==> src/hdl/assert_macros.svh <==
// ----------------------------------------------------------------------------
// assert_macros.svh
// concurrent assertion shorthands clocked on clk, disabled while rst_n is low
// ----------------------------------------------------------------------------
`ifndef ASSERT_MACROS_SVH
`define ASSERT_MACROS_SVH

// same-cycle implication
`define ASSERT_IMP(lbl, pre, post) \
  lbl: assert property (@(posedge clk) disable iff (!rst_n) (pre) |-> (post)) \
    else $error("assertion failed");

// next-cycle implication
`define ASSERT_NXT(lbl, pre, post) \
  lbl: assert property (@(posedge clk) disable iff (!rst_n) (pre) |=> (post)) \
    else $error("assertion failed");

`endif

==> src/hdl/ils_pkg.sv <==
// ----------------------------------------------------------------------------
// ils_pkg
// types and constants shared by the indexed list store
// ----------------------------------------------------------------------------
package ils_pkg;

  localparam int KIND_W     = 3;
  localparam int POS_W      = 11;
  localparam int DATA_W     = 32;
  localparam int CELL_POS_W = 16;

  localparam logic signed [DATA_W-1:0] NOT_READ = -32'sd1;

  typedef enum logic [KIND_W-1:0] {
    KIND_READ        = 3'd0,
    KIND_INSERT_AT   = 3'd1,
    KIND_INSERT_HEAD = 3'd2,
    KIND_INSERT_TAIL = 3'd3,
    KIND_DELETE      = 3'd4
  } kind_t;

  typedef enum logic [1:0] {
    CELL_HOLD,
    CELL_INSERT,
    CELL_DELETE
  } cell_op_t;

  typedef enum logic [1:0] {
    ST_IDLE,
    ST_EXEC,
    ST_READ,
    ST_DONE
  } state_t;

  typedef struct packed {
    cell_op_t                op;
    logic [CELL_POS_W-1:0]   pos;
    logic [DATA_W-1:0]       value;
  } cell_ctrl_t;

endpackage

==> src/hdl/ils_cell.sv <==
// ----------------------------------------------------------------------------
// ils_cell
// one element slot: shifts with its neighbors and forwards the read chain
// ----------------------------------------------------------------------------
module ils_cell #(
  parameter int IDX = 0
) (
  input  logic                       clk,
  input  ils_pkg::cell_ctrl_t        ctrl,
  input  logic [ils_pkg::DATA_W-1:0] left_elem,
  input  logic [ils_pkg::DATA_W-1:0] right_elem,
  input  logic [ils_pkg::DATA_W-1:0] rd_in,
  output logic [ils_pkg::DATA_W-1:0] elem_o,
  output logic [ils_pkg::DATA_W-1:0] rd_o
);
  import ils_pkg::*;

  localparam logic [CELL_POS_W-1:0] IDX_V = CELL_POS_W'(IDX);

  logic [DATA_W-1:0] elem_r;
  logic [DATA_W-1:0] elem_nxt;
  logic [DATA_W-1:0] rd_r;
  logic [DATA_W-1:0] rd_nxt;
  logic              hit;
  logic              above;

  assign hit   = (IDX_V == ctrl.pos);
  assign above = (IDX_V > ctrl.pos);

  always_comb begin
    elem_nxt = elem_r;
    unique case (ctrl.op)
      CELL_INSERT: begin
        if (above) begin
          elem_nxt = left_elem;
        end else if (hit) begin
          elem_nxt = ctrl.value;
        end
      end
      CELL_DELETE: begin
        if (above || hit) begin
          elem_nxt = right_elem;
        end
      end
      default: begin
        elem_nxt = elem_r;
      end
    endcase
    rd_nxt = hit ? elem_r : rd_in;
  end

  always_ff @(posedge clk) begin
    elem_r <= elem_nxt;
    rd_r   <= rd_nxt;
  end

  assign elem_o = elem_r;
  assign rd_o   = rd_r;

endmodule

==> config.mk <==
export PLATFORM = sky130hd
export DESIGN_NAME = ils_cell
export DESIGN_NICKNAME = d
export VERILOG_FILES = /design/src/hdl/assert_macros.svh /design/src/hdl/ils_pkg.sv /design/src/hdl/ils_cell.sv
export SDC_FILE = /design/constraint.sdc
export NUM_CORES = 1
export LEC_CHECK = 0
export ABC_AREA = 1
export BUFFER_PORTS_ARGS = -buffer_cell sky130_fd_sc_hd__buf_2
export CORE_MARGIN = 3
export CORE_UTILIZATION = 39
export CTS_CLUSTER_DIAMETER = 40
export CTS_CLUSTER_SIZE = 14
export DETAILED_ROUTE_END_ITERATION = 6
export PLACE_DENSITY = 0.8
export SYNTH_ARGS = -nofsm -noshare
export SYNTH_HDL_FRONTEND = slang
export SYNTH_SLANG_ARGS = --single-unit
==> constraint.sdc <==
create_clock -name clk -period 3.42 [get_ports clk]
set_clock_uncertainty 0.2 [all_clocks]
set_input_delay 0.684 -clock clk [delete_from_list [all_inputs] [get_ports clk]]
set_output_delay 0.684 -clock clk [all_outputs]
set_load 0.01 [all_outputs]
=== Word level (Yosys, flattened, before mapping) ===
Cells that the tools add are included.

* Register bits after elaboration: 64

* Multiplexer cells: 5
* $lt $le $gt $ge: 1
* Reduce and logical (&&, ||, !) cells: 4
* Equal/unequal tests: 4

{| class="wikitable"
|+ Operator list
! cell !! count
|-
| $mux W32 || 4
|-
| $pmux W32 S2 || 1
|-
| $gt A1 B16 Y1 const A || 1
|-
| $logic_not A16 Y1 || 1
|-
| $ne A3 B3 Y1 const B || 1
|-
| $reduce_and A3 Y1 || 1
|-
| $eq A2 B1 Y1 const B || 1
|-
| $eq A2 B2 Y1 const B || 1
|-
| $ne A2 B2 Y1 const B || 1
|-
| $reduce_bool A2 Y1 || 1
|-
| $logic_or A1 B1 Y1 || 1
|}

=== Longest topological paths before layout ===
* Depth in word-level cells: 4
* Gate-level depth with buffers: 7
* Mapped depth without buffers: 6

=== Least setup slack after synthesis ===
No wires, ideal clock.

* Kind: input port to flip-flop
* Start point: input port ctrl[48] (netlist name)
* End point: register elem_r[0], in the netlist elem_o[0], enable pin
* Library setup time: 400 ps
* Arrival: 2,260 ps
* Buffers on the path: 1
* Stages: 5
* Data required time: 2,820 ps
* Setup slack: 559 ps
* Path through: inv_1 -> ha_1 -> clkbuf_1 -> or2_2 -> a21oi_2

* Word-level cells in the longest chain between the ends: 3

{| class="wikitable"
|+ Ends and longest elaborated chain
! item !! line !! RTL
|-
| from (decl) || ils_cell.sv:9 || <nowiki>input ils_pkg::cell_ctrl_t ctrl,</nowiki>
|-
| $eq A2 B1 Y1 or $eq A2 B2 Y1 (tied branches) || ils_cell.sv:32 || <nowiki>unique case (ctrl.op)</nowiki>
|-
| $ne A3 B3 Y1 (no source line), or another cell as far along || n/a ||
|-
| $reduce_and A3 Y1 (no source line) (*) || n/a ||
|-
| to (signal assigned) || ils_cell.sv:53 || <nowiki>elem_r <= elem_nxt;</nowiki>
|-
| to (decl) || ils_cell.sv:20 || <nowiki>logic [DATA_W-1:0] elem_r;</nowiki>
|}

Mark *: on every way between the ends. The rest lies on a longest branch, timed or not.
A chain may end at the register's enable or synchronous reset.

=== Final worst setup path ===
* Start point: input port ctrl[48] (netlist name)
* End point: register elem_r[9], in the netlist elem_o[9] (data pin)

* Word-level cells in the longest chain between the ends: 2

{| class="wikitable"
|+ Ends and longest elaborated chain
! item !! line !! RTL
|-
| $eq A2 B2 Y1 or $eq A2 B1 Y1 (tied branches) || ils_cell.sv:32 ||
|-
| $pmux W32 S2 (*) || ils_cell.sv:32 ||
|-
| via elem_nxt[9] || ils_cell.sv:21 || <nowiki>logic [DATA_W-1:0] elem_nxt;</nowiki>
|}

The timed path passes the listed nets; every way through them passes the cells marked *.

==> flow_metrics.py <==
metrics = {
    "routing": {
        "ant_nets": 0,
        "finalWirelength_um": 7312,
        "avgViaCountPerCell": 4.581,
        "drtIter0Drc": 101,
        "routedWlPerCell_um": 13.20,
        "first_pass_iters": 4,
        "vias": 2538,
        "drc": 0,
    },
    "worst_hold_path": {
        "hold_depth": 2,
        "hp-start": "elem_o[18]",
        "hp-class": "flip-flop to flip-flop",
    },
    "grt": {
        "gr-total-overflow": 0,
        "grt_pass1_vias": 2416,
        "antenna_found_initial": 0,
        "grt_start_max_net_pins": 34,
        "grt_pass1_wl_um": 11180,
        "gr-usage-all-layers_pct": 19.11,
    },
    "synthesis": {
        "synthCells": 294,
        "synth-async-reset-ratio_pct": 0,
        "synth_area_per_cell_um2": 8.848,
        "ys.flop_type": "edfxtp_1",
        "seq_area_frac_synth_pct": 61.57,
        "synth.largest_area_cell": "edfxtp_1",
        "yosysMostFrequentCell": "nand2_1",
        "synth_warnings": 0,
        "yosys.area.top_type_share_pct": 36.94,
        "synth.distinct_cells": 15,
        "synth-edff-count": 32,
        "ys_seq_elements": 64,
        "syn-cell-area_mm2": 0.002601,
        "synth_top_cells_by_area": "edfxtp_1, dfxtp_1, nand2_1",
        "ys_top_cells_by_count": "nand2_1, dfxtp_1, edfxtp_1, nand3_1, nor2_1",
        "synthesis.nets": 443,
    },
    "cells_and_area": {
        "diodes": 0,
        "layout-drive-gt1-share_pct": 42.14,
        "area_delta_synth_final_pct": 42.76,
        "final_cells": 554,
        "nets": 621,
        "utilization_pct": 57.82,
        "stdcell_area_mm2": 0.003714,
    },
    "cts": {
        "post_cts_resized": 0,
        "cts_root_buffer": "clkbuf_8",
        "cts_hold_buf": 0,
        "clk_path_buf_depth": 2,
        "htreeDepth": 3,
        "clock_latency_ps": 340,
        "post_cts_buffers": 0,
        "cts_tree": "built",
        "cts_buffers": 9,
        "clk_pin_slew_ps": 60,
        "clock-sinks": 64,
    },
    "setup_path": {
        "reg2reg_from": "elem_o[15]",
        "cp_cell_sequence": "buf_2, inv_1, ha_1, buf_4, inv_1, nand2_1, nand2_1",
        "path_class": "input pin to flip-flop",
        "cp.arrival_ps": 2230,
        "critPathLaunchType": "input pin",
        "worstRegToRegCells": 2,
        "crit_fanout": 32,
        "crit_required_ps": 3410,
        "max_stage_delay_ps": 720,
        "cpMaxStageDelayCell": "inv_1",
        "cp_num_buf_inv": 4,
        "crit_cells": 7,
        "critPathLaunch": "ctrl[48]",
        "end_kind": "flip-flop",
        "critPathTopFamily": "buffers and inverters",
    },
    "die": {
        "coreArea_mm2": 0.006422,
        "die_height_um": 87.67,
        "initial_core_util_pct": 40.50,
        "fp-row-count": 29,
        "dieArea_mm2": 0.007686,
        "chipWidth_um": 87.67,
        "ios": 211,
    },
    "sta": {
        "tightest_slew_ps": 967.4,
        "slew_viol_final": 0,
        "slew_headroom_pct": 35.43,
        "period_share_pct": 65.67,
        "hold_viol": 0,
        "setup_tns_ps": 0,
        "worst_slack_ps": 1174,
        "holdWs_ps": 290.8,
        "finalSetupViolCount": 0,
        "rsz0062_at_grt": "false",
        "max_freq_mhz": 445.2,
        "fin_crit_ps": 2246,
    },
    "power": {
        "peakVddDrop_mv": 0.2483,
        "powerDensity_mw_per_mm2": 482.5,
        "p_switching_mw": 0.4423,
        "p_total_mw": 1.792,
        "switching_share_pct": 24.69,
        "pwr-share-seq_pct": 50.9,
        "cellLeakagePower_nw": 2.004,
        "power.share.clock_pct": 35.1,
        "p_int_mw": 1.349,
        "combinationalPowerShare_pct": 14.0,
    },
    "placed_design": {
        "portBuffers": 178,
        "place_hpwl_um": 5392,
        "gp_congestion": 0.8239,
        "dpl_cell_area_mm2": 0.003525,
        "dp_slack_ps": 808.4,
        "dp.cells": 538,
    },
    "run": {
        "drv_cap": 0,
    },
    "status": {
        "status": "finished, final reports clean",
    },
}
placed cells by master, fill, tap and decap left out, types with 2 or more instances in the layout:
cell type  instances
dfxtp_1           32
buf_2            178
buf_4              5
nor2_4             2
clkbuf_8          10
inv_1              3
nor2_1             8
nand2_1          164
clkinv_2           2
ha_1               2
edfxtp_1          32
clkinv_1           2
nand3_1           32
layout make-up:
cell class / instances / area, µm²
clock inverter: 5 / 47.55
sequential: 64 / 1602
tap: 77 / 96.34
inverter: 3 / 11.26
timing repair buffer: 183 / 928.4
fill: 608 / 2709
clock buffer: 11 / 141.4
multi-input combinational: 211 / 887.1
layer usage:
| layer | part of all wire, % | vias to the layer above | GRT usage, % |
|---|---|---|---|
| li1 | - | 1290 | - |
| met1 | 36 | 1104 | 21.16 |
| met2 | 53 | 131 | 33.70 |
| met3 | 9.4 | 13 | 6.585 |
| met4 | 1.7 | 0 | 7.252 |
| met5 | 0 | - | 0 |
tightest hold or removal path: cells and delay by family, from the launching register on:
kind             cells  cell delay [ps]
DFF                  1              340
and+or+nand+nor      2              130
path summary, 6_finish.rpt:
check / to / slack [ps]
worst max register to register: rd_o[15] / 2530
worst min-delay path: rd_o[18] / 290
worst min register to register: rd_o[18] / 290
worst max-delay path: elem_o[9] / 1170
sequential cells by signal, summed over array words and instances (netlist names):
register,cells
rd_o,32
elem_o,32
cells by family after synthesis:
family	synth area share, %
AO/OA/AOI/OAI	0.3368
AND/OR/NAND/NOR	32.52
flip-flops	61.57
buffers and inverters	4.618
adder cells (fa/ha/maj)	0.9618
power by group through the flow:
stage                     registers [mW]  logic, mW  clock network (mW)
after floorplan                    0.964     0.0664                   0
after global placement             0.926      0.249                   0
after detailed placement           0.929      0.255                   0
after CTS                          0.912      0.255               0.642
after global routing               0.919      0.281               0.690
final                              0.912      0.251               0.629
Note: power is estimated with default switching activity, not from simulation.
