$ cat config.mk
export PLATFORM = sky130hd
export DESIGN_NAME = ils_ctrl_flat
export DESIGN_NICKNAME = d
export VERILOG_FILES = /design/src/hdl/assert_macros.svh /design/src/hdl/ils_pkg.sv /design/src/hdl/ils_ifs.sv /design/src/hdl/ils_ctrl.sv /design/src/flat_wrapper.sv
export SDC_FILE = /design/constraint.sdc
export NUM_CORES = 1
export LEC_CHECK = 0
export ABC_AREA = 1
export ABC_CLOCK_PERIOD_IN_PS = 3950
export BUFFER_PORTS_ARGS = -buffer_cell sky130_fd_sc_hd__buf_2
export CAP_MARGIN = 20
export CORE_ASPECT_RATIO = 1.4
export CORE_MARGIN = 1
export CORE_UTILIZATION = 40
export DETAILED_ROUTE_END_ITERATION = 16
export PLACE_DENSITY = 0.69
export REMOVE_ABC_BUFFERS = 1
export SETUP_SLACK_MARGIN = 0.1
export SLEW_MARGIN = 20
export SYNTH_ARGS = -nofsm -noshare
export SYNTH_HDL_FRONTEND = slang
export SYNTH_SLANG_ARGS = --single-unit
$ cat constraint.sdc
create_clock -name clk -period 3.95 [get_ports clk]
set_input_delay 0.395 -clock clk [delete_from_list [all_inputs] [get_ports clk]]
set_output_delay 0.395 -clock clk [all_outputs]
set_load 0.03 [all_outputs]
$ cat src/hdl/assert_macros.svh
// ----------------------------------------------------------------------------
// assert_macros.svh
// concurrent assertion shorthands clocked on clk, disabled while rst_n is low
// ----------------------------------------------------------------------------
`ifndef ASSERT_MACROS_SVH
`define ASSERT_MACROS_SVH

// same-cycle implication
`define ASSERT_IMP(lbl, pre, post) \
  lbl: assert property (@(posedge clk) disable iff (!rst_n) (pre) |-> (post)) \
    else $error("assertion failed");

// next-cycle implication
`define ASSERT_NXT(lbl, pre, post) \
  lbl: assert property (@(posedge clk) disable iff (!rst_n) (pre) |=> (post)) \
    else $error("assertion failed");

`endif

$ cat src/hdl/ils_pkg.sv
// ----------------------------------------------------------------------------
// ils_pkg
// types and constants shared by the indexed list store
// ----------------------------------------------------------------------------
package ils_pkg;

  localparam int KIND_W     = 3;
  localparam int POS_W      = 11;
  localparam int DATA_W     = 32;
  localparam int CELL_POS_W = 16;

  localparam logic signed [DATA_W-1:0] NOT_READ = -32'sd1;

  typedef enum logic [KIND_W-1:0] {
    KIND_READ        = 3'd0,
    KIND_INSERT_AT   = 3'd1,
    KIND_INSERT_HEAD = 3'd2,
    KIND_INSERT_TAIL = 3'd3,
    KIND_DELETE      = 3'd4
  } kind_t;

  typedef enum logic [1:0] {
    CELL_HOLD,
    CELL_INSERT,
    CELL_DELETE
  } cell_op_t;

  typedef enum logic [1:0] {
    ST_IDLE,
    ST_EXEC,
    ST_READ,
    ST_DONE
  } state_t;

  typedef struct packed {
    cell_op_t                op;
    logic [CELL_POS_W-1:0]   pos;
    logic [DATA_W-1:0]       value;
  } cell_ctrl_t;

endpackage

$ cat src/hdl/ils_ifs.sv
// ----------------------------------------------------------------------------
// ils_ifs
// request and result channels of the indexed list store
// ----------------------------------------------------------------------------
interface ils_in_if;
  import ils_pkg::*;

  logic                     valid;
  logic                     ready;
  logic [KIND_W-1:0]        kind;
  logic [POS_W-1:0]         position;
  logic signed [DATA_W-1:0] value;

  modport source (output valid, output kind, output position, output value, input ready);
  modport sink   (input valid, input kind, input position, input value, output ready);
endinterface

interface ils_out_if;
  import ils_pkg::*;

  logic                     valid;
  logic                     ready;
  logic signed [DATA_W-1:0] read_value;
  logic                     accepted;
  logic [POS_W-1:0]         element_count;

  modport source (output valid, output read_value, output accepted, output element_count,
                  input ready);
  modport sink   (input valid, input read_value, input accepted, input element_count,
                  output ready);
endinterface

$ cat src/hdl/ils_ctrl.sv
// ----------------------------------------------------------------------------
// ils_ctrl
// request sequencer: decodes a beat, drives the cell row, builds the result
// ----------------------------------------------------------------------------
module ils_ctrl #(
  parameter int CAPACITY = 1024
) (
  input  logic                                  clk,
  input  logic                                  rst_n,
  ils_in_if.sink                                in_ch,
  ils_out_if.source                             out_ch,
  output ils_pkg::cell_ctrl_t                   cell_ctrl,
  input  logic [ils_pkg::DATA_W-1:0]            rd_last,
  output logic [$clog2(CAPACITY+1)-1:0]         count
);
  import ils_pkg::*;

  localparam int CW = $clog2(CAPACITY + 1);
  localparam int EW = (CW > POS_W) ? CW : POS_W;
  localparam logic [CW-1:0] CAP_V = CW'(CAPACITY);

  state_t                   state_r, state_nxt;
  logic [CW-1:0]            cnt_r, cnt_nxt;
  logic [CW-1:0]            count_r, count_nxt;
  logic [KIND_W-1:0]        kind_r, kind_nxt;
  logic [POS_W-1:0]         pos_r, pos_nxt;
  logic [DATA_W-1:0]        value_r, value_nxt;
  logic [DATA_W-1:0]        res_rd_r, res_rd_nxt;
  logic                     res_ok_r, res_ok_nxt;
  logic                     out_valid_r, out_valid_nxt;
  logic [DATA_W-1:0]        out_rd_r, out_rd_nxt;
  logic                     out_ok_r, out_ok_nxt;
  logic [POS_W-1:0]         out_cnt_r, out_cnt_nxt;

  logic [EW-1:0]            pos_ext;
  logic [EW-1:0]            cnt_ext;
  logic [EW-1:0]            pos_eff;
  logic                     not_full;
  logic                     op_ok;
  cell_op_t                 wr_op;

  // decode of the held request
  always_comb begin
    pos_ext  = EW'(pos_r);
    cnt_ext  = EW'(count_r);
    not_full = (count_r < CAP_V);
    pos_eff  = pos_ext;
    op_ok    = 1'b0;
    wr_op    = CELL_HOLD;
    unique case (kind_t'(kind_r))
      KIND_READ: begin
        op_ok = (pos_ext < cnt_ext);
      end
      KIND_INSERT_AT: begin
        op_ok = not_full && (pos_ext <= cnt_ext);
        wr_op = CELL_INSERT;
      end
      KIND_INSERT_HEAD: begin
        pos_eff = '0;
        op_ok   = not_full;
        wr_op   = CELL_INSERT;
      end
      KIND_INSERT_TAIL: begin
        pos_eff = cnt_ext;
        op_ok   = not_full;
        wr_op   = CELL_INSERT;
      end
      KIND_DELETE: begin
        op_ok = (pos_ext < cnt_ext);
        wr_op = CELL_DELETE;
      end
      default: begin
        op_ok = 1'b0;
        wr_op = CELL_HOLD;
      end
    endcase
  end

  assign cell_ctrl.op    = (state_r == ST_EXEC && op_ok) ? wr_op : CELL_HOLD;
  assign cell_ctrl.pos   = CELL_POS_W'(pos_eff);
  assign cell_ctrl.value = value_r;

  always_comb begin
    state_nxt     = state_r;
    cnt_nxt       = cnt_r;
    count_nxt     = count_r;
    kind_nxt      = kind_r;
    pos_nxt       = pos_r;
    value_nxt     = value_r;
    res_rd_nxt    = res_rd_r;
    res_ok_nxt    = res_ok_r;
    out_rd_nxt    = out_rd_r;
    out_ok_nxt    = out_ok_r;
    out_cnt_nxt   = out_cnt_r;
    out_valid_nxt = out_valid_r && !out_ch.ready;
    in_ch.ready   = 1'b0;

    unique case (state_r)
      ST_IDLE: begin
        in_ch.ready = 1'b1;
        if (in_ch.valid) begin
          kind_nxt  = in_ch.kind;
          pos_nxt   = in_ch.position;
          value_nxt = in_ch.value;
          cnt_nxt   = '0;
          state_nxt = ST_EXEC;
        end
      end
      ST_EXEC: begin
        cnt_nxt = cnt_r + CW'(1);
        if (kind_t'(kind_r) == KIND_READ) begin
          state_nxt = ST_READ;
        end else begin
          res_rd_nxt = NOT_READ;
          res_ok_nxt = op_ok;
          if (op_ok && wr_op == CELL_INSERT) begin
            count_nxt = count_r + CW'(1);
          end else if (op_ok && wr_op == CELL_DELETE) begin
            count_nxt = count_r - CW'(1);
          end
          state_nxt = ST_DONE;
        end
      end
      ST_READ: begin
        // read chain settles once a beat has rippled through every cell
        if (cnt_r == CAP_V) begin
          res_rd_nxt = op_ok ? rd_last : NOT_READ;
          res_ok_nxt = op_ok;
          state_nxt  = ST_DONE;
        end else begin
          cnt_nxt = cnt_r + CW'(1);
        end
      end
      ST_DONE: begin
        if (!out_valid_r || out_ch.ready) begin
          out_valid_nxt = 1'b1;
          out_rd_nxt    = res_rd_r;
          out_ok_nxt    = res_ok_r;
          out_cnt_nxt   = POS_W'(count_r);
          state_nxt     = ST_IDLE;
        end
      end
      default: begin
        state_nxt = ST_IDLE;
      end
    endcase
  end

  always_ff @(posedge clk) begin
    if (!rst_n) begin
      state_r     <= ST_IDLE;
      count_r     <= '0;
      cnt_r       <= '0;
      out_valid_r <= 1'b0;
    end else begin
      state_r     <= state_nxt;
      count_r     <= count_nxt;
      cnt_r       <= cnt_nxt;
      out_valid_r <= out_valid_nxt;
    end
  end

  always_ff @(posedge clk) begin
    kind_r    <= kind_nxt;
    pos_r     <= pos_nxt;
    value_r   <= value_nxt;
    res_rd_r  <= res_rd_nxt;
    res_ok_r  <= res_ok_nxt;
    out_rd_r  <= out_rd_nxt;
    out_ok_r  <= out_ok_nxt;
    out_cnt_r <= out_cnt_nxt;
  end

  assign out_ch.valid         = out_valid_r;
  assign out_ch.read_value    = out_rd_r;
  assign out_ch.accepted      = out_ok_r;
  assign out_ch.element_count = out_cnt_r;
  assign count                = count_r;

endmodule

$ cat src/flat_wrapper.sv
// flat-port wrapper written by rule: the top's interface ports become plain ports
module ils_ctrl_flat import ils_pkg::*;
#(
  parameter int CAPACITY = 1024
)
  (clk, rst_n, cell_ctrl, rd_last, count, in_ch_valid, in_ch_kind, in_ch_position, in_ch_value, in_ch_ready, out_ch_valid, out_ch_read_value, out_ch_accepted, out_ch_element_count, out_ch_ready);
  ils_in_if in_ch_i ();
  ils_out_if out_ch_i ();
  input  logic clk;
  input  logic rst_n;
  output ils_pkg::cell_ctrl_t cell_ctrl;
  input  logic [ils_pkg::DATA_W-1:0] rd_last;
  output logic [$clog2(CAPACITY+1)-1:0] count;
  input wire logic [$bits(in_ch_i.valid)-1:0] in_ch_valid;
  input wire logic [$bits(in_ch_i.kind)-1:0] in_ch_kind;
  input wire logic [$bits(in_ch_i.position)-1:0] in_ch_position;
  input wire logic [$bits(in_ch_i.value)-1:0] in_ch_value;
  output wire logic [$bits(in_ch_i.ready)-1:0] in_ch_ready;
  output wire logic [$bits(out_ch_i.valid)-1:0] out_ch_valid;
  output wire logic [$bits(out_ch_i.read_value)-1:0] out_ch_read_value;
  output wire logic [$bits(out_ch_i.accepted)-1:0] out_ch_accepted;
  output wire logic [$bits(out_ch_i.element_count)-1:0] out_ch_element_count;
  input wire logic [$bits(out_ch_i.ready)-1:0] out_ch_ready;
  assign in_ch_i.valid = in_ch_valid;
  assign in_ch_i.kind = in_ch_kind;
  assign in_ch_i.position = in_ch_position;
  assign in_ch_i.value = in_ch_value;
  assign in_ch_ready = in_ch_i.ready;
  assign out_ch_valid = out_ch_i.valid;
  assign out_ch_read_value = out_ch_i.read_value;
  assign out_ch_accepted = out_ch_i.accepted;
  assign out_ch_element_count = out_ch_i.element_count;
  assign out_ch_i.ready = out_ch_ready;
  ils_ctrl #(.CAPACITY(CAPACITY)) u_core (.clk(clk), .rst_n(rst_n), .in_ch(in_ch_i), .out_ch(out_ch_i), .cell_ctrl(cell_ctrl), .rd_last(rd_last), .count(count));
endmodule
# Yosys cells after proc, flatten, opt, wreduce, memory -nomap -nowiden
# Cells that the tools add are included.
# totals
register_bits	148
latchBits	0
mem_bits_rw	0
rom_bits	0
output_inout_bits	107
input_bits	82
elab_cells	80
mem_count	0
# classes
shifts	0
order_cmp	3
reduce_logical	22
n_addsub	3
mul	0
bitwise	1
n_eq_ne	15
n_mux	24
n_div	0
# op_table
cell	count
$mux 32	3
$pmux 32 s2	1
$mux 11	4
$pmux 11 s3	1
$add 11x1->11 const B	2
$pmux 11 s2	1
$reduce_and 3->1	4
$eq 11x11->1 const B	1
$le 11x11->1	1
$lt 11x11->1	1
$lt 11x11->1 const B	1
$sub 11x1->11 const B	1
$mux 2	4
$pmux 2 s4	1
$eq 2x2->1 const B	3
$eq 3x2->1 const B	2
$mux 1	6
$ne 2x2->1 const B	3
$logic_and 1x1->1	5
$eq 2x1->1 const B	2
$ne 2x1->1 const B	2
$pmux 2 s2	1
$reduce_and 2->1	2
$reduce_bool 2->1	2
12 further kinds	14

# Logic depth before layout (Yosys ltp)
# depth
ltp_word	7
ltp_mapped	24
ltp_nobuf	24

# Worst setup path before layout
# OpenSTA, ideal clock, no wires.
# synth_timing
path_type	register to register
start	register u_core.cnt_r[0]
end	register u_core.res_ok_r (enable)
n_path_buf	0
setup_time_ns	0.484
period_less_slack_ns	3.925
required_ns	3.466
path_slack_ns	0.025
path_stages_with_launch	7
arrival_ns	3.442
cell_sequence	dfxtp_1 -> inv_1 -> ha_1 -> nand4_1 -> nor3_2 -> nor2_1 -> a311oi_1
# synth_between
elab_chain_len	3
# synth_rtl
element	line	text
start: declaration	ils_ctrl.sv:23	logic [CW-1:0] cnt_r, cnt_nxt;
start signal: assignment	ils_ctrl.sv:158	cnt_r <= cnt_nxt;
$eq 11x11->1	ils_ctrl.sv:126	if (cnt_r == CAP_V) begin
$ne 2x1->1 (no line)	n/a	
$reduce_and 3->1 (no line)	n/a	
end signal: assignment	ils_ctrl.sv:168	res_ok_r <= res_ok_nxt;
end: declaration	ils_ctrl.sv:29	logic res_ok_r, res_ok_nxt;
# Every way passes these cells.
# A chain may end at the register's enable or synchronous reset.

# Worst setup path after layout
# layout_timing
start	register u_core.count_r[8] (netlist: u_core.count[8])
end	register u_core.count_r[7] (netlist: u_core.count[7])
# layout_between
elab_chain_len	6
word_cells_on_any_way	10
classes_between	order compare: 3; mux: 2; reduce/logical: 5
# layout_rtl
element	line	text
start: declaration	ils_ctrl.sv:24	logic [CW-1:0] count_r, count_nxt;
start signal: assignment	ils_ctrl.sv:157	count_r <= count_nxt;
$lt 11x11->1 or $le 11x11->1 (tied branches)	ils_ctrl.sv:46, ils_ctrl.sv:55	
$logic_and 1x1->1	ils_ctrl.sv:55	op_ok = not_full && (pos_ext <= cnt_ext);
$pmux 1 s3 (*)	ils_ctrl.sv:50	unique case (kind_t'(kind_r))
net u_core.op_ok	ils_ctrl.sv:39	logic op_ok;
$logic_and 1x1->1 (on tied branches)	ils_ctrl.sv:118, ils_ctrl.sv:116	
$reduce_bool 2->1 (no line)	n/a	
$reduce_and 3->1 (no line)	n/a	
# The timed path passes the listed nets; every way through them passes the cells marked *.

==> impl_metrics.tcl <==
set metrics [dict create \
    status "finished, final reports clean" \
    finalClockSkew_ns 0.01475 \
    fillers 1342 \
    drc_errors 0 \
    syn2layout_area_growth_pct 27.54 \
    ff_latch_area_mm2 0.004194 \
    swShare_pct 37.83 \
    intPower_mw 3.411 \
    ant_nets 0 \
    synth-seq-cells 148 \
    clockBufferDepth 2 \
    overflow 0 \
    cap_violations 0 \
    avgSynthCellArea_um2 11.83 \
    ys_types 39 \
    placementRows 53 \
    dieArea_mm2 0.01594 \
    coreArea_mm2 0.01505 \
    wl_per_cell_um 14.27 \
    via_count 4422 \
    cts_sinks 148 \
    hp-class "in2reg" \
    slowest_stage "ha_1" \
    tightestPinTransition_ns 0.9443 \
    synth_top_area_share_pct 59.83 \
    die_x_um 107.0 \
    multiInputGateArea_mm2 0.001603 \
    layout_min_cycle_time_ns 3.303 \
    cts_tree "built" \
    synth_top_area_cell "edfxtp_1" \
    layout.nets 827 \
    cts_max_level 4 \
    p_seq_share_pct 39.8 \
    layout-drive-gt1-share_pct 32.83 \
    diodes 0 \
    hold_buffers 0 \
    hold_viol_final 0 \
    start_kind "flip-flop" \
    critPathKind "reg2reg" \
    rsz0062_at_grt "no" \
    io_pins 189 \
    synth_area_leaders "edfxtp_1 (60%), dfxtp_1 (8.1%), nand2_1 (5.7%)" \
    peakVddDrop_v 0.0003420 \
    syn_area_mm2 0.006173 \
    track_usage_pct 17.00 \
    ys_seq_area_share_pct 67.94 \
    grt_pass1_vias 4512 \
    die_h_um 149.0 \
    initial_core_util_pct 41.01 \
    fmax_mhz 302.8 \
    clk_pin_slew_ns 0.07 \
    crit_fanout 12 \
    cp.arrival_ns 3.65 \
    portBuffers 183 \
    vias_per_cell 4.791 \
    slew_headroom_pct 36.91 \
    crit_top_cell "a21oi_1" \
    setup_viol 0 \
    antenna_found_initial 0 \
    comb_power_share_pct 32.2 \
    synth_warnings 0 \
    crit_family "simple AND/OR/NAND/NOR gates" \
    dr.first_iter.drc_count 191 \
    grt_max_degree 47 \
    pwr_density_cell_mw_per_mm2 696.8 \
    drt-pass1-iter-count 5 \
    pre_cts_ws_ns 0.5601 \
    cts_buffers 17 \
    p_leak_nw 3.239 \
    setup-tns-final_ns 0 \
    critPathMaxStageDelay_ns 0.43 \
    dpl.cell_count 891 \
    worstPathCellList "inv_1 > ha_1 > inv_1 > nor2_4 > nand2_1 > nor3_2 > nor2_2 > nand2_2 > nand2_2 > ha_1 > a21oi_1 > nand2_1 > a21oi_1 > nor2_1 > nor2_1 > xor2_1 > o21ai_0 > a21oi_1" \
    hpwlAfterDp_um 9705 \
    maxSlewViolCount 0 \
    clkLatencyLatePin_ns 0.43 \
    cp-end-kind "flip-flop" \
    fin_cells 923 \
    layout_common_cells "buf_2 (183), edfxtp_1 (123), nand2_1 (92), inv_1 (83), a21oi_1 (32)" \
    worstPathRequired_ns 4.30 \
    setup_ws_ns 0.6470 \
    wirelength_um 13170 \
    p_switching_mw 2.075 \
    postSynthCellCount 522 \
    gp_congestion 0.8008 \
    layout_commonest_cell "buf_2" \
    min_period_over_period_pct 83.62 \
    postLayoutCellArea_mm2 0.007874 \
    cp_num_buf_inv 2 \
    cts-root-buf "clkbuf_16" \
    grt_pass1_wl_um 20700 \
    dpl-instance-area_mm2 0.007306 \
    clkPwrFrac_pct 28.0 \
]
-- cells by family (layout without fill, tap and decap cells) --
| group | count (synthesis) | after routing | synth area share [%] |
|---|---|---|---|
| buffers and inverters | 101 | 306 | 6.850 |
| flip-flops | 148 | 148 | 67.94 |
| other | 1 | 5 | 0.06074 |
| AND/OR/NAND/NOR | 163 | 163 | 11.59 |
| adder cells (fa/ha/maj) | 27 | 27 | 5.594 |
| XOR/XNOR | 10 | 10 | 1.419 |
| AO/OA/AOI/OAI | 72 | 72 | 6.547 |
-- path summary, 6_finish.rpt --
| kind | end | cells after the start | slack, ns | start |
|---|---|---|---|---|
| worst min register to register | u_core.out_ch.read_value[1] | 0 | 0.42 | u_core.res_rd_r[1] |
| worst max register to register | u_core.count[7] | 18 | 0.65 | u_core.count[8] |
| worst max-delay path | u_core.count[7] | 18 | 0.65 | u_core.count[8] |
| worst min-delay path | u_core.value_r[13] | 1 | 0.14 | in_ch_value[13] |
-- metal layers --
metal  share of wire [%]  GRT usage (%)
met1                  40          18.40
met2                  51          30.23
met3                 6.7          4.631
met4                 2.1          8.562
met5                   0              0
-- sequential cells by signal, indices dropped and copies added (netlist names) --
signal and count:
u_core.res_ok_r 1, u_core.out_ch.valid 1, u_core.res_rd_r 32, u_core.pos_ext 11
u_core.cnt_r 11, u_core.out_ch.read_value 32, u_core.out_ch.element_count 11, u_core.value_r 32
u_core.count 11, u_core.kind_r 3, u_core.out_ch.accepted 1, u_core.state_r 2
-- repair_timing --
item,in CTS,in global routing
endpoints found under the setup margin,0,1
gates resized for setup,0,1
setup buffers,0,0
-- power by group through the flow --
stage | clock network, mW | logic, mW | registers (mW)
after global placement | 0 | 1.74 | 2.21
final | 1.54 | 1.77 | 2.18
after detailed placement | 0 | 1.77 | 2.22
after floorplan | 0 | 0.944 | 2.53
after CTS | 1.57 | 1.78 | 2.19
after global routing | 1.64 | 1.94 | 2.21
-- synthesized netlist by cell type (all sizes together) --
| library cell | count |
|---|---|
| ha | 26 |
| o21bai | 2 |
| o21ai | 29 |
| a21o | 2 |
| buf | 11 |
| nor3 | 10 |
| nand4 | 7 |
| a211oi | 1 |
| clkbuf | 2 |
| fa | 1 |
| a21oi | 35 |
| nor3b | 2 |
| nand3 | 13 |
| o22ai | 1 |
| nor2 | 33 |
| nor4 | 2 |
| and3 | 1 |
| edfxtp | 123 |
| xnor2 | 4 |
| inv | 88 |
| conb | 1 |
| nand2 | 95 |
| a31o | 1 |
| a311oi | 1 |
| xor2 | 6 |
| dfxtp | 25 |
-- final cells by class --
| cell class | instances | share of cell area [%] |
|---|---|---|
| well taps | 192 | 3.051 |
| flip-flops and latches | 148 | 53.27 |
| repair buffers | 186 | 11.92 |
| clock inverters | 15 | 1.780 |
| inverters | 88 | 4.227 |
| clock buffers | 17 | 5.403 |
| multi-input cells | 277 | 20.36 |
-- per-stage QoR --
stage | total power, mW | util, % | hold WS [ns]
finish | 5.486 | 52.31 | 0.1404
global route | 5.791 | 52.31 | 0.1229
CTS | 5.543 | 52.29 | 0.1235
detailed placement | 3.991 | 48.53 | 0.4045
global placement | 3.951 | 48.53 | 0.4007
floorplan | 3.473 | - | 0.4003
Note: power is estimated with default switching activity, not from simulation.
